<file path="src/rtl/dsmp_pkg.sv">
// Package for the decimal seconds to milliseconds parser: payload types and constants.
`timescale 1ns / 1ps
package dsmp_pkg;

  typedef struct packed {
    logic [7:0] char_code;
    logic       last_char;
  } in_t;

  typedef struct packed {
    logic [30:0] millis;
    logic        bad_input;
  } out_t;

  localparam logic [7:0]  CHAR_ZERO  = 8'h30;
  localparam logic [7:0]  CHAR_NINE  = 8'h39;
  localparam logic [7:0]  CHAR_DOT   = 8'h2e;

  localparam int unsigned FRAC_DIGITS = 3;
  localparam logic [3:0]  ROUND_DIGIT = 4'd5;

  // Largest whole seconds value (22 bits), kept here already scaled to ms.
  localparam logic [31:0] SEC_MS_MAX = 32'd4194303000;
  localparam logic [30:0] MS_MAX     = 31'h7fff_ffff;

endpackage

</file>
<file path="src/rtl/decimal_seconds_to_ms_parser_top.sv">
// Top level of the decimal seconds to milliseconds parser.
`timescale 1ns / 1ps
//
// Usage:
//   The input channel (in_valid / in_ready / in_data) carries one ASCII
//   character per transfer; in_data.last_char marks the end of a string.
//   Digits before a single '.' are whole seconds, up to three fraction
//   digits are kept, a fourth digit of 5 or more rounds up, later digits
//   are dropped. Any other byte or a second '.' flags bad_input.
//   The result channel (out_valid / out_ready / out_data) gives one transfer
//   per string: millis saturated at 2147483647, or 0 with bad_input set.
// Timing:
//   One character per cycle sustained, except that a final character waits
//   while the result register is occupied. A character is captured in the
//   input register and folded into the running state; the last one loads
//   the result register, which offers the result on the output channel.
//   The running seconds value is kept pre-scaled to milliseconds, so the
//   longest path is one constant multiply-add plus the fraction add and the
//   saturation compare.
// Reset: rst_n (synchronous, active low) empties both registers and clears
//   the parse state. When the receiver stalls, non-final characters keep
//   flowing; a final character waits in the input register until the
//   result register frees, and in_ready is low only while it waits.
module decimal_seconds_to_ms_parser_top
  import dsmp_pkg::*;
(
  input  logic clk,
  input  logic rst_n,
  input  logic in_valid,
  output logic in_ready,
  input  in_t  in_data,
  output logic out_valid,
  input  logic out_ready,
  output out_t out_data
);

  // Input register stage.
  logic s1_valid_r, s1_valid_nxt;
  in_t  s1_data_r;
  logic s1_adv;

  // Parse state.
  logic [31:0] whole_ms_r, whole_ms_nxt;   // whole seconds times 1000
  logic        sec_ovf_r, sec_ovf_nxt;
  logic        in_frac_r, in_frac_nxt;
  logic [2:0]  frac_cnt_r, frac_cnt_nxt;
  logic [9:0]  frac_val_r, frac_val_nxt;
  logic        err_r, err_nxt;

  // Result register.
  logic out_valid_r, out_valid_nxt;
  out_t out_r, out_nxt;

  logic        is_digit;
  logic [3:0]  digit;
  logic [35:0] ms_cand;
  logic [13:0] frac_cand;
  logic [16:0] frac_pad;
  logic [32:0] ms_sum;
  logic        load_out;

  // Hold a final character while the result register is still occupied.
  assign s1_adv   = s1_valid_r && (!s1_data_r.last_char || !out_valid_r || out_ready);
  assign in_ready = !s1_valid_r || s1_adv;
  assign load_out = s1_adv && s1_data_r.last_char;

  always_comb begin
    s1_valid_nxt = in_valid ? 1'b1 : (s1_valid_r && !s1_adv);
  end

  // Fold one character into the state.
  always_comb begin
    is_digit  = s1_data_r.char_code inside {[CHAR_ZERO:CHAR_NINE]};
    digit     = s1_data_r.char_code[3:0];
    ms_cand   = {4'd0, whole_ms_r} * 36'd10 + 36'(digit) * 36'd1000;
    frac_cand = 14'(frac_val_r) * 14'd10 + 14'(digit);

    whole_ms_nxt = whole_ms_r;
    sec_ovf_nxt  = sec_ovf_r;
    in_frac_nxt  = in_frac_r;
    frac_cnt_nxt = frac_cnt_r;
    frac_val_nxt = frac_val_r;
    err_nxt      = err_r;

    if (is_digit) begin
      if (!in_frac_r) begin
        if (!sec_ovf_r) begin
          if (ms_cand <= 36'(SEC_MS_MAX)) begin
            whole_ms_nxt = ms_cand[31:0];
          end else begin
            sec_ovf_nxt = 1'b1;
          end
        end
      end else if (frac_cnt_r < 3'(FRAC_DIGITS)) begin
        frac_val_nxt = frac_cand[9:0];
        frac_cnt_nxt = frac_cnt_r + 3'd1;
      end else if (frac_cnt_r == 3'(FRAC_DIGITS)) begin
        if (digit >= ROUND_DIGIT) begin
          frac_val_nxt = frac_val_r + 10'd1;
        end
        frac_cnt_nxt = 3'(FRAC_DIGITS + 1);
      end
    end else if (s1_data_r.char_code == CHAR_DOT && !in_frac_r) begin
      in_frac_nxt = 1'b1;
    end else begin
      err_nxt = 1'b1;
    end
  end

  // Pad a short fraction and build the result from the updated state.
  always_comb begin
    case (frac_cnt_nxt)
      3'd1:    frac_pad = 17'(frac_val_nxt) * 17'd100;
      3'd2:    frac_pad = 17'(frac_val_nxt) * 17'd10;
      default: frac_pad = 17'(frac_val_nxt);
    endcase
    ms_sum = {1'b0, whole_ms_nxt} + 33'(frac_pad[9:0]);

    if (err_nxt) begin
      out_nxt.millis    = '0;
      out_nxt.bad_input = 1'b1;
    end else if (sec_ovf_nxt || ms_sum > 33'(MS_MAX)) begin
      out_nxt.millis    = MS_MAX;
      out_nxt.bad_input = 1'b0;
    end else begin
      out_nxt.millis    = ms_sum[30:0];
      out_nxt.bad_input = 1'b0;
    end

    out_valid_nxt = load_out || (out_valid_r && !out_ready);
  end

  always_ff @(posedge clk) begin
    if (!rst_n) begin
      s1_valid_r  <= 1'b0;
      out_valid_r <= 1'b0;
      whole_ms_r  <= '0;
      sec_ovf_r   <= 1'b0;
      in_frac_r   <= 1'b0;
      frac_cnt_r  <= '0;
      frac_val_r  <= '0;
      err_r       <= 1'b0;
    end else begin
      s1_valid_r  <= s1_valid_nxt;
      out_valid_r <= out_valid_nxt;
      if (load_out) begin
        // End of string: clear the parse state for the next one.
        whole_ms_r <= '0;
        sec_ovf_r  <= 1'b0;
        in_frac_r  <= 1'b0;
        frac_cnt_r <= '0;
        frac_val_r <= '0;
        err_r      <= 1'b0;
      end else if (s1_adv) begin
        whole_ms_r <= whole_ms_nxt;
        sec_ovf_r  <= sec_ovf_nxt;
        in_frac_r  <= in_frac_nxt;
        frac_cnt_r <= frac_cnt_nxt;
        frac_val_r <= frac_val_nxt;
        err_r      <= err_nxt;
      end
    end
  end

  // Payload registers carry no reset.
  always_ff @(posedge clk) begin
    if (in_valid && in_ready) begin
      s1_data_r <= in_data;
    end
    if (load_out) begin
      out_r <= out_nxt;
    end
  end

  assign out_valid = out_valid_r;
  assign out_data  = out_r;

  a_bad_zero: assert property (@(posedge clk) disable iff (!rst_n)
    out_valid_r && out_r.bad_input |-> out_r.millis == '0)
    else $error("bad_input result carries nonzero millis");

  a_frac_range: assert property (@(posedge clk) disable iff (!rst_n)
    frac_cnt_r <= 3'(FRAC_DIGITS + 1) && frac_val_r <= 10'd1000)
    else $error("fraction state out of range");

  a_sec_range: assert property (@(posedge clk) disable iff (!rst_n)
    whole_ms_r <= SEC_MS_MAX)
    else $error("seconds accumulator beyond 22-bit range");

  a_end_clears: assert property (@(posedge clk) disable iff (!rst_n)
    load_out |=> out_valid_r && !in_frac_r && !err_r && frac_cnt_r == '0
                 && whole_ms_r == '0 && !sec_ovf_r)
    else $error("string end did not post result and clear state");

endmodule
</file>
<file path="config.mk">
export PLATFORM = sky130hd
export DESIGN_NAME = decimal_seconds_to_ms_parser_top
export DESIGN_NICKNAME = d
export VERILOG_FILES = /design/src/rtl/dsmp_pkg.sv /design/src/rtl/decimal_seconds_to_ms_parser_top.sv
export SDC_FILE = /design/constraint.sdc
export NUM_CORES = 1
export LEC_CHECK = 0
export BUFFER_PORTS_ARGS = -buffer_cell sky130_fd_sc_hd__buf_2
export CAP_MARGIN = 20
export CORE_ASPECT_RATIO = 2
export CORE_UTILIZATION = 55
export DETAILED_ROUTE_END_ITERATION = 7
export PLACE_DENSITY = 0.76
export SLEW_MARGIN = 20
export SYNTH_ARGS = -nofsm -noshare
export SYNTH_HDL_FRONTEND = slang
export SYNTH_SLANG_ARGS = --single-unit
</file>
<file path="constraint.sdc">
create_clock -name clk -period 12.34 [get_ports clk]
set_clock_uncertainty 0.2 [all_clocks]
set_input_delay 1.234 -clock clk [delete_from_list [all_inputs] [get_ports clk]]
set_output_delay 1.234 -clock clk [all_outputs]
set_load 0.05 [all_outputs]
</file>
After elaboration in Yosys (flattened, before gate mapping)
Index checks and enable logic that the tools add are counted.

word-level totals
  register bits = 91

cells by class
  add/subtract/negate cells = 5
  $mul = 5
  order comparisons = 6
  eq/ne operators = 4
  mux-type cells = 22
  bitwise gates (word level) = 2
  reduce and logical (&&, ||, !) cells = 20

operators with widths
  kind                                                               count
  two-way mux 32 bit                                                 5
  two-way mux 10 bit                                                 5
  adder 36 x 14 -> 36 bit                                            1
  <= comparator 36 x 32 -> 1 bit, second input constant              1
  multiplier 32 x 3 -> 35 bit, second input constant                 1
  adder 32 x 10 -> 33 bit                                            1
  > comparator 33 x 31 -> 1 bit, second input constant               1
  multiplier 10 x 3 -> 9 bit, second input constant                  2
  case mux 10 bit (2 select lines)                                   1
  two-way mux 3 bit                                                  4
  multiplier 4 x 7 -> 11 bit, second input constant                  1
  adder 10 x 1 -> 10 bit, second input constant                      1
  adder 10 x 4 -> 10 bit                                             1
  multiplier 10 x 5 -> 8 bit, second input constant                  1
  == test 8 x 6 -> 1 bit, second input constant                      1
  greater-or-equal comparator 8 x 6 -> 1 bit, second input constant  1
  <= comparator 8 x 6 -> 1 bit, second input constant                1
  logical AND 1 bit                                                  7
  two-way mux 1 bit                                                  7
  == test 3 x 2 -> 1 bit, second input constant                      2
  zero test 1 bit                                                    6
  logical OR 1 bit                                                   5
  greater-or-equal comparator 4 x 3 -> 1 bit, second input constant  1
  adder 3 x 1 -> 3 bit, second input constant                        1
  5 further kinds                                                    6

Logic depth before layout (Yosys ltp)
Gate-level depths: netlist of the first run.

  word-level depth = 12
  depth in mapped cells = 45
  gate-level depth less buffers = 41

Worst setup path after synthesis of the first run
Ideal clock, no wire load.

  path type = reg2reg
  from = register s1_data_r (netlist bit digit[2])
  to = register out_r (netlist bit out_data[31]), data pin
  library setup time = 0.274 ns
  arrival time = 9.048 ns
  required time = 11.866 ns
  slack = 2.818 ns
  cell stages (with the launch flop) = 43
  path buffers = 4
  cells stage by stage = edfxtp_1 > fa_1 > fa_1 > ha_1 > a21oi_1 > inv_1 > a21oi_1 > nor2_1 > nor2_1 > o21ai_0 > a21oi_1 > xnor2_1 > ha_1 > nand2_1 > nor2_1 > o211a_1 > o221ai_1 > nand4b_1 > (+7 left out) > buf_2 > mux2_2 > fa_1 > a21o_1 > a21oi_1 > o21bai_1 > a21oi_1 > nor2b_1 > o21a_1 > o21ai_0 > nand2b_1 > a21oi_1 > clkbuf_1 > nor2_1 > xnor2_1 > nor2_1 > a21oi_1 > a31oi_1

RTL lines
  element                         line                                     source
  start: declaration              decimal_seconds_to_ms_parser_top.sv:39   in_t s1_data_r;
  start signal: assignment        decimal_seconds_to_ms_parser_top.sv:168  s1_data_r <= in_data;
  multiplier 4 x 7 -> 11 bit      decimal_seconds_to_ms_parser_top.sv:75   ms_cand = {4'd0, whole_ms_r} * 36'd10 + 36'(digit) * 36'd1000;
  adder 36 x 14 -> 36 bit         decimal_seconds_to_ms_parser_top.sv:75
  <= comparator 36 x 32 -> 1 bit  decimal_seconds_to_ms_parser_top.sv:88   if (ms_cand <= 36'(SEC_MS_MAX)) begin
  two-way mux 32 bit              decimal_seconds_to_ms_parser_top.sv:88
  two-way mux 32 bit              decimal_seconds_to_ms_parser_top.sv:87   if (!sec_ovf_r) begin
  two-way mux 32 bit              decimal_seconds_to_ms_parser_top.sv:86   if (!in_frac_r) begin
  two-way mux 32 bit (*)          decimal_seconds_to_ms_parser_top.sv:85   if (is_digit) begin
  via whole_ms_nxt[1]             decimal_seconds_to_ms_parser_top.sv:43   logic [31:0] whole_ms_r, whole_ms_nxt;
  adder 32 x 10 -> 33 bit (*)     decimal_seconds_to_ms_parser_top.sv:117  ms_sum = {1'b0, whole_ms_nxt} + 33'(frac_pad[9:0]);
  > comparator 33 x 31 -> 1 bit   decimal_seconds_to_ms_parser_top.sv:122  end else if (sec_ovf_nxt || ms_sum > 33'(MS_MAX)) begin
  logical OR 1 bit                decimal_seconds_to_ms_parser_top.sv:122
  two-way mux 32 bit (*)          decimal_seconds_to_ms_parser_top.sv:122
  end signal: assignment          decimal_seconds_to_ms_parser_top.sv:171  out_r <= out_nxt;
  end: declaration                decimal_seconds_to_ms_parser_top.sv:52   out_t out_r, out_nxt;

The timed path passes the listed nets; every way through them passes the cells marked *.
A chain may end at the register's enable or synchronous reset.

Worst setup path in the final report of the first run
  from = register s1_data_r (netlist bit digit[2])
  to = register out_r (netlist bit out_data[17]), data pin

Same word-level chain as after synthesis.

==> results of run 1 <==
-- metrics by stage --
stage	hold slack, ns	cells	cell area [µm²]	total power (W)
6_report	0.2851	1556	11220	0.0007642
3_5_place_dp	0.2725	1540	10920	0.0004959
2_1_floorplan	0.2500	1282	10520	0.0004513
5_1_grt	0.3170	1556	11220	0.0007948
4_1_cts	0.2840	1556	11220	0.0007675
3_3_place_gp	0.2661	1540	10920	0.0004943
-- layout make-up --
cell class | count | area share (%)
timing repair buffer | 57 | 2.789
sequential | 91 | 19.90
clock inverter | 7 | 0.5912
clock buffer | 9 | 2.008
inverter | 53 | 1.774
multi-input combinational | 1084 | 70.09
tap | 255 | 2.844
-- worst min-delay path by stage --
stage / to / slack [ns] / cells after the start
finish: frac_val_r[9] / 0.29 / 2
floorplan: frac_val_r[9] / 0.25 / 2
detailed placement: frac_val_r[9] / 0.27 / 2
global route: frac_val_r[9] / 0.32 / 2
CTS: frac_val_r[9] / 0.28 / 2
global placement: frac_val_r[9] / 0.27 / 2
-- power groups by stage --
stage	sequential (W)	combinational, W	clock [W]
CTS	0.000326	0.000164	0.000277
detailed placement	0.000333	0.000163	0
floorplan	0.000339	0.000113	0
global route	0.000327	0.000180	0.000288
finish	0.000326	0.000164	0.000274
global placement	0.000333	0.000162	0
-- logic make-up after synthesis --
group / Yosys count / share of synthesized area (%)
AO/OA/AOI/OAI: 348 / 21.44
XOR/XNOR: 110 / 9.160
adder cells (fa/ha/maj): 154 / 19.39
buffers and inverters: 107 / 4.211
flip-flops: 91 / 21.22
multiplexers: 48 / 4.854
AND/OR/NAND/NOR: 424 / 19.72
-- sequential cells by signal, summed over array words and instances, names as in the netlist --
register and count:
digit 4, frac_cnt_r 3, err_r 1, in_frac_r 1, out_valid 1, sec_ovf_r 1
frac_val_r 10, s1_data_r 5, whole_ms_r 32, s1_valid_r 1, out_data 32
-- layer usage --
layer  global-route usage, %  share of wire [%]  routed length [µm]  vias to the layer above
met5                       0                  0                   0                        -
met1                   27.70                 31                9747                     4582
met4                   32.19                 11                3422                        0
met2                   62.89                 55               17150                      343
li1                        -                  -                   -                     4755
met3                   3.963                3.3                1035                      173
-- cell usage in the layout (no fill, tap or decap), drive strengths merged, types with 10 or more instances in the layout --
cell / n
ha: 139
nand2: 128
nor2: 118
a21oi: 103
xnor2: 72
buf: 57
inv: 56
o21ai: 56
dfxtp: 50
edfxtp: 41
nand3: 39
xor2: 38
a31oi: 38
mux2i: 34
a21o: 30
nor3: 28
nand4: 22
and3: 16
a211oi: 15
fa: 15
o21a: 14
mux2: 14
a22oi: 11
o21bai: 11
o211ai: 10
-- worst max-delay path: cells and delay by family (launching register included) --
kind / cells / cell delay (ns)
compound gates: 16 / 3.66
xor+xnor: 3 / 0.41
fa+ha+maj: 5 / 2.33
buf+inv: 1 / 0.07
flops: 1 / 0.58
mux: 1 / 0.40
simple gates: 12 / 2.40
==> flow_summary.toml, run 1 <==
[run_status]
status = "finished, final reports clean"

[floorplanning]
pin_count = 47
die_y_um = 197.6
die_w_um = 99.78
core_mm2 = 0.01874
die-area_mm2 = 0.01971
start_util_pct = 56.11
num_rows = 71

[clock_network]
cts_buffers = 9
htreeDepth = 3
clock_sinks = 91
cts_buffer_depth = 2
clk_latency_ns = 0.35
clkTransAtPathRegs_ns = 0.08
ctsResizeCount = 0
post-cts-setup-buffers = 0
root_buffer = "clkbuf_16"
holdBufCountCts = 0
cts_tree = "done"

[setup_path]
ff2ff_setup_slack_ns = 1.99
worstRegToRegCells = 38
cp-endpoint = "out_data[17]"
worst_path_max_delay_cell = "a21oi_1"
r2r_start = "digit[2]"
path_class = "reg2reg"
crit_start = "digit[2]"
critPathMaxFanout = 13
rr_endpoint = "out_data[17]"
slowest_delay_ns = 0.78
cp.required_ns = 12.20
start_kind = "register"
endpoint_kind = "register"
worstPathArrival_ns = 10.21
cp_common_cell = "a21oi_1"

[synthesis]
synth_cell_types = 82
synth.top_cell.area_share_pct = 16.54
yosysTopAreaCell = "ha_1"
synthTopCellsByArea = "ha_1 17%, edfxtp_1 12%, dfxtp_1 9.5%, xnor2_1 6.0%, a21oi_1 4.9%"
synth_ff_type = "dfxtp_1"
netlist_top_cells_count = "139 x ha_1, 128 x nand2_1, 118 x nor2_1"
netlist_area_mm2 = 0.01052
ys_seq_area_share_pct = 21.22
synth_enable_flop_cells = 41
async_flop_share_pct = 0
synth_warnings = 0
synth_most_common_cell = "ha_1"
ys_seq_elements = 91
syn_area_per_cell_um2 = 8.204
syn_inst = 1282
syn_nets = 1449

[sta]
rsz0062_at_grt = "no"
max_freq_mhz = 96.62
period_share_pct = 83.87
drv_slew = 0
fin_crit_ns = 10.35
hold_viol_final = 0
tightestPinTransition_ns = 0.9783
layout_setup_ws_ns = 1.990
fin_tns_setup_ns = 0
max_slew_margin_pct = 34.78
setup_viol = 0

[global_route]
grt_max_degree = 48
gr-total-overflow = 0
grt_pass1_wl_mm = 49.33
grt_pass1_vias = 9905
grt_usage_pct = 32.79
antenna_found_initial = 0

[placement]
place_congestion = 0.9367
hpwlAfterDp_mm = 25.24
dp_slack_ns = 2.121
portBuffers = 46

[power_and_ir_drop]
peakVddDrop_mv = 0.07370
p_sw_share_pct = 32.26
p_leak_nw = 4.781
p_seq_share_pct = 42.7
clockPowerShare_pct = 35.8
p_sw_w = 0.0002466
internal-power_w = 0.0005176
power.density_mw_per_mm2 = 68.13
combinationalPowerShare_pct = 21.5

[min_path]
hp-start = "frac_val_r[9]"
min-delay-path-class = "reg2reg"

[detailed_routing]
avgViaCountPerCell = 6.332
wire_per_inst_um = 20.15
routed_wl_mm = 31.36
first_pass_iters = 5
drc = 0
drtAntennaViolNets = 0
vias = 9853
drtIter0Drc = 480

[cells_and_area]
drive_gt1_share_pct = 8.301
multi_input_area_mm2 = 0.007863
seqCellArea_mm2 = 0.002232
fin_util_pct = 59.84
diodes = 0
fin_nets = 1463
synthToLayoutAreaGrowth_pct = 6.650
n_fill_cell = 1706

[run]
cap_violations = 0
Power figures use the tool's default switching activity.
==> inputs of run 2 (changes only) <==
==> constraint.sdc (replaced) <==
create_clock -name clk -period 9.9 [get_ports clk]
set_clock_uncertainty 0.2 [all_clocks]
set_input_delay 0.99 -clock clk [delete_from_list [all_inputs] [get_ports clk]]
set_output_delay 0.99 -clock clk [all_outputs]
set_load 0.05 [all_outputs]
==> flow_summary.toml, run 2 (synthesized netlist as in run 1, its figures left out) <==
[run_status]
status = "finished, final reports clean"

[sta]
max_slew_margin_pct = 33.14
fin_crit_ns = 9.383
timing.hold.ws_ns = 0.2971
period_share_pct = 94.78
setup_viol = 0
drv_slew = 0
max_freq_mhz = 106.6
layout_setup_ws_ns = 0.5167
hold_viol_final = 0
tightestPinTransition_ns = 1.003

[clock_network]
htreeDepth = 3
clk_latency_ns = 0.35
cts_tree = "done"
holdBufCountCts = 0
clkTransAtPathRegs_ns = 0.08
clock_sinks = 91
root_buffer = "clkbuf_16"
cts_buffer_depth = 2
cts_buffers = 9

[detailed_routing]
drc = 0
wire_per_inst_um = 20.19
routed_wl_mm = 31.82
avgViaCountPerCell = 6.355
first_pass_iters = 5
drtAntennaViolNets = 0
vias = 10020
drtIter0Drc = 452

[floorplanning]
pin_count = 47
die_y_um = 197.6
core_mm2 = 0.01874
start_util_pct = 56.11
die-area_mm2 = 0.01971
die_w_um = 99.78
num_rows = 71

[setup_path]
endpoint_kind = "register"
rr_endpoint = "out_data[18]"
cp.required_ns = 9.75
path_class = "reg2reg"
cp_common_cell = "a21oi_1"
worst_path_max_delay_cell = "fa_2"
critical_path_depth = 38
crit_start = "digit[1]"
slowest_delay_ns = 0.66
ff2ff_setup_slack_ns = 0.52
path_delay_family = "compound AO/OA/AOI/OAI gates"
critPathMaxFanout = 23
worstRegToRegCells = 38
cp.buffers_inverters = 3
r2r_start = "digit[1]"
start_kind = "register"
worstPathArrival_ns = 9.24
cp-endpoint = "out_data[18]"

[placement]
portBuffers = 46
place_congestion = 0.9457
dp_slack_ns = 0.3012
hpwlAfterDp_mm = 25.15
place_area_mm2 = 0.01104

[cells_and_area]
n_fill_cell = 1695
drive_gt1_share_pct = 9.992
design_area_mm2 = 0.01141
multi_input_area_mm2 = 0.007876
final_cell_mix = "139 x ha_1, 127 x nand2_1, 116 x nor2_1, 103 x a21oi_1, 72 x xnor2_1"
fin_util_pct = 60.89
fin_nets = 1483
final_common_cell = "ha_1"
synthToLayoutAreaGrowth_pct = 8.517
diodes = 0
seqCellArea_mm2 = 0.002232

[global_route]
gr-total-overflow = 0
grt_usage_pct = 32.75
grt_max_degree = 48
grt_pass1_vias = 10090
antenna_found_initial = 0
grt_pass1_wl_mm = 49.54

[run]
cap_violations = 0

[min_path]
hp-start = "frac_val_r[9]"
min-delay-path-class = "reg2reg"

[power_and_ir_drop]
peakVddDrop_mv = 0.08560
p_total_w = 0.0009623
power.density_mw_per_mm2 = 84.31
p_leak_nw = 4.899
run 2: cell count changes in the layout (fill, tap and decap cells not counted), moves of 2 or more:
| cell | before | now |
|---|---|---|
| clkinvlp_4 | 2 | 0 |
| o21ai_1 | 6 | 8 |
| buf_4 | 11 | 29 |
| o21ai_0 | 50 | 48 |
run 2: worst min-delay path, delay by kind of cell (launching register included):
| kind | cells | cell delay, ns |
|---|---|---|
| DFF | 1 | 0.33 |
| AOI/OAI and AO/OA | 1 | 0.06 |
| and+or+nand+nor | 1 | 0.06 |
run 2: how the worst min path moves through the flow:
stage | end | slack [ns] | cells past startpoint
after global routing | frac_val_r[9] | 0.31 | 2
after CTS | frac_val_r[9] | 0.29 | 2
after floorplan | frac_val_r[9] | 0.25 | 2
after global placement | frac_val_r[9] | 0.27 | 2
final | frac_val_r[9] | 0.30 | 2
after detailed placement | frac_val_r[9] | 0.28 | 2
run 2: cell type report:
type                    count  area share, %
well taps                 255          2.795
clock buffers               9          1.973
inverters                  53          1.743
clock inverters             7         0.6906
flip-flops and latches     91          19.56
multi-input cells        1084          69.01
repair buffers             77          4.232
run 2: per-layer routing:
metal / share of wire (%) / vias up / GRT usage [%]
li1: - / 4796 / -
met1: 32 / 4717 / 28.04
met2: 54 / 332 / 62.09
met3: 3.4 / 171 / 3.892
met4: 11 / 0 / 32.90
met5: 0 / - / 0
run 2: report_power, final:
part / switching [W] / total (W) / internal [W]
Combinational: 0.000136 / 0.000209 / 0.0000735
Clock: 0.000169 / 0.000349 / 0.000179
Sequential: 0.00000622 / 0.000404 / 0.000398
run 2: timing repair:
action / 4_1_cts / 5_1_grt
resized for setup: 0 / 7
setup endpoints to repair: 0 / 31
setup buffers: 0 / 7
run 2: metrics by stage:
| stage | TNS, ns | instances |
|---|---|---|
| floorplan | 0 | 1282 |
| global placement | 0 | 1552 |
| detailed placement | 0 | 1553 |
| CTS | 0 | 1569 |
| global route | -0.007755 | 1576 |
| finish | 0 | 1576 |
==> inputs of run 3 (changes only) <==
--- a/config.mk
+++ b/config.mk
@@ -5,6 +5,7 @@
 export SDC_FILE = /design/constraint.sdc
 export NUM_CORES = 1
 export LEC_CHECK = 0
+export ABC_AREA = 1
 export BUFFER_PORTS_ARGS = -buffer_cell sky130_fd_sc_hd__buf_2
 export CAP_MARGIN = 20
 export CORE_ASPECT_RATIO = 2
==> constraint.sdc (replaced) <==
create_clock -name clk -period 9.9 [get_ports clk]
set_clock_uncertainty 0.2 [all_clocks]
set_input_delay 2.475 -clock clk [delete_from_list [all_inputs] [get_ports clk]]
set_output_delay 2.475 -clock clk [all_outputs]
set_load 0.05 [all_outputs]
==> flow_summary.toml, run 3 <==
[run_status]
status = "finished, final reports clean"

[sta]
tightestPinTransition_ns = 0.8245
fin_crit_ns = 9.073
max_slew_margin_pct = 44.53
hold_viol_final = 0
max_freq_mhz = 110.2
fin_tns_setup_ns = 0
setup_viol = 0
drv_slew = 0
rsz0062_at_grt = "no"
period_share_pct = 91.65

[clock_network]
clkTransAtPathRegs_ns = 0.07
clock_sinks = 91
htreeDepth = 3
cts_buffer_depth = 2
holdBufCountCts = 0
cts_buffers = 9
cts_tree = "done"
clk_latency_ns = 0.36
root_buffer = "clkbuf_16"

[floorplanning]
die_y_um = 204.2
core_mm2 = 0.01991
start_util_pct = 56.48
num_rows = 73
die_w_um = 103.1
die-area_mm2 = 0.02106
pin_count = 47

[global_route]
grt_pass1_vias = 11130
grt_usage_pct = 33.68
grt_pass1_wl_mm = 53.31
grt_max_degree = 43
gr-total-overflow = 0
antenna_found_initial = 0

[synthesis]
synth_warnings = 0
synth.top_cell.area_share_pct = 16.52
syn_inst = 1737
syn_nets = 1904
synth_most_common_cell = "nand2_1"
async_flop_share_pct = 0
netlist_area_mm2 = 0.01125
yosysTopAreaCell = "nand2_1"
synth_cell_types = 52
syn_area_per_cell_um2 = 6.475
ys_seq_area_share_pct = 19.85
synth_enable_flop_cells = 41
ys_seq_elements = 91
synth_ff_type = "dfxtp_1"
netlist_top_cells_count = "495 x nand2_1, 243 x inv_1, 169 x nor2_1"
synthTopCellsByArea = "nand2_1 17%, ha_1 15%, edfxtp_1 11%, dfxtp_1 8.9%, inv_1 8.1%"

[detailed_routing]
drc = 0
first_pass_iters = 7
wire_per_inst_um = 16.51
routed_wl_mm = 33.84
avgViaCountPerCell = 5.509
vias = 11290
drtAntennaViolNets = 0
drtIter0Drc = 546

[setup_path]
cp_common_cell = "nand2_1"
slowest_delay_ns = 0.69
critPathMaxFanout = 20
cp.required_ns = 9.80
cp.buffers_inverters = 4
ff2ff_setup_slack_ns = 0.83
worstRegToRegCells = 50
start_kind = "register"
critical_path_depth = 50
path_class = "reg2reg"
worstPathArrival_ns = 8.97
worst_path_max_delay_cell = "fa_1"
path_delay_family = "simple AND/OR/NAND/NOR gates"
endpoint_kind = "register"

[cells_and_area]
synthToLayoutAreaGrowth_pct = 8.088
final_common_cell = "nand2_1"
design_area_mm2 = 0.01216
multi_input_area_mm2 = 0.007911
n_fill_cell = 2005
seqCellArea_mm2 = 0.002232
fin_nets = 1950
final_cell_mix = "495 x nand2_1, 243 x inv_1, 169 x nor2_1, 139 x ha_1, 99 x nand3_1"
diodes = 0
drive_gt1_share_pct = 10.57
fin_util_pct = 61.05

[min_path]
min_path_cells = 1
min-delay-path-class = "reg2reg"

[placement]
place_congestion = 1.001
portBuffers = 46
hpwlAfterDp_mm = 27.26
place_area_mm2 = 0.01176

[run]
cap_violations = 0

[power_and_ir_drop]
peakVddDrop_mv = 0.1316
power.density_mw_per_mm2 = 94.93
p_leak_nw = 6.282
p_total_w = 0.001154
==> run 3: worst paths after layout <==
check / start / end
min reg2reg: err_r / err_r
min: err_r / err_r
max reg2reg: digit[2] / out_data[10]
max: digit[2] / out_data[10]
==> run 3: timing repair <==
action,4_1_cts,5_1_grt
resized for setup,0,1
buffers inserted,0,2
setup endpoints to repair,0,31
==> run 3: area by class of cell <==
cell class,count,area share (%)
flip-flops and latches,91,18.36
clock inverters,7,0.8028
multi-input cells,1355,65.08
well taps,262,2.697
repair buffers,61,3.026
inverters,265,8.182
clock buffers,9,1.853
==> run 3: logic make-up (layout without fill, tap and decap cells) <==
group,after synthesis,in the layout,synth area share (%)
mux,1,1,0.08900
fa+ha+maj,154,154,18.13
simple gates,930,932,36.68
flops,91,91,19.85
xor+xnor,63,63,4.906
compound gates,205,205,10.18
buf+inv,293,342,10.17
==> run 3: through the flow <==
stage | hold slack (ns) | setup WS (ns) | cells
2_1_floorplan | 0.2595 | 1.745 | 1737
3_3_place_gp | 0.2754 | 0.7579 | 2030
3_5_place_dp | 0.2818 | 0.4636 | 2030
4_1_cts | 0.2924 | 0.4154 | 2046
5_1_grt | 0.3065 | 0.05543 | 2050
6_report | 0.2897 | 0.8266 | 2050
==> run 3: report_power, final <==
| part | switching [W] | leakage (nW) | internal (W) |
|---|---|---|---|
| clock network | 0.000157 | 0.156 | 0.000223 |
| logic | 0.000234 | 5.33 | 0.000120 |
| registers | 0.0000161 | 0.791 | 0.000404 |
| total | 0.000407 | 6.28 | 0.000747 |
==> run 3: layer usage <==
| metal | GRT usage [%] | share of wire, % |
|---|---|---|
| met1 | 28.77 | 31 |
| met2 | 62.29 | 53 |
| met3 | 5.506 | 3.8 |
| met4 | 32.80 | 12 |
| met5 | 0 | 0 |
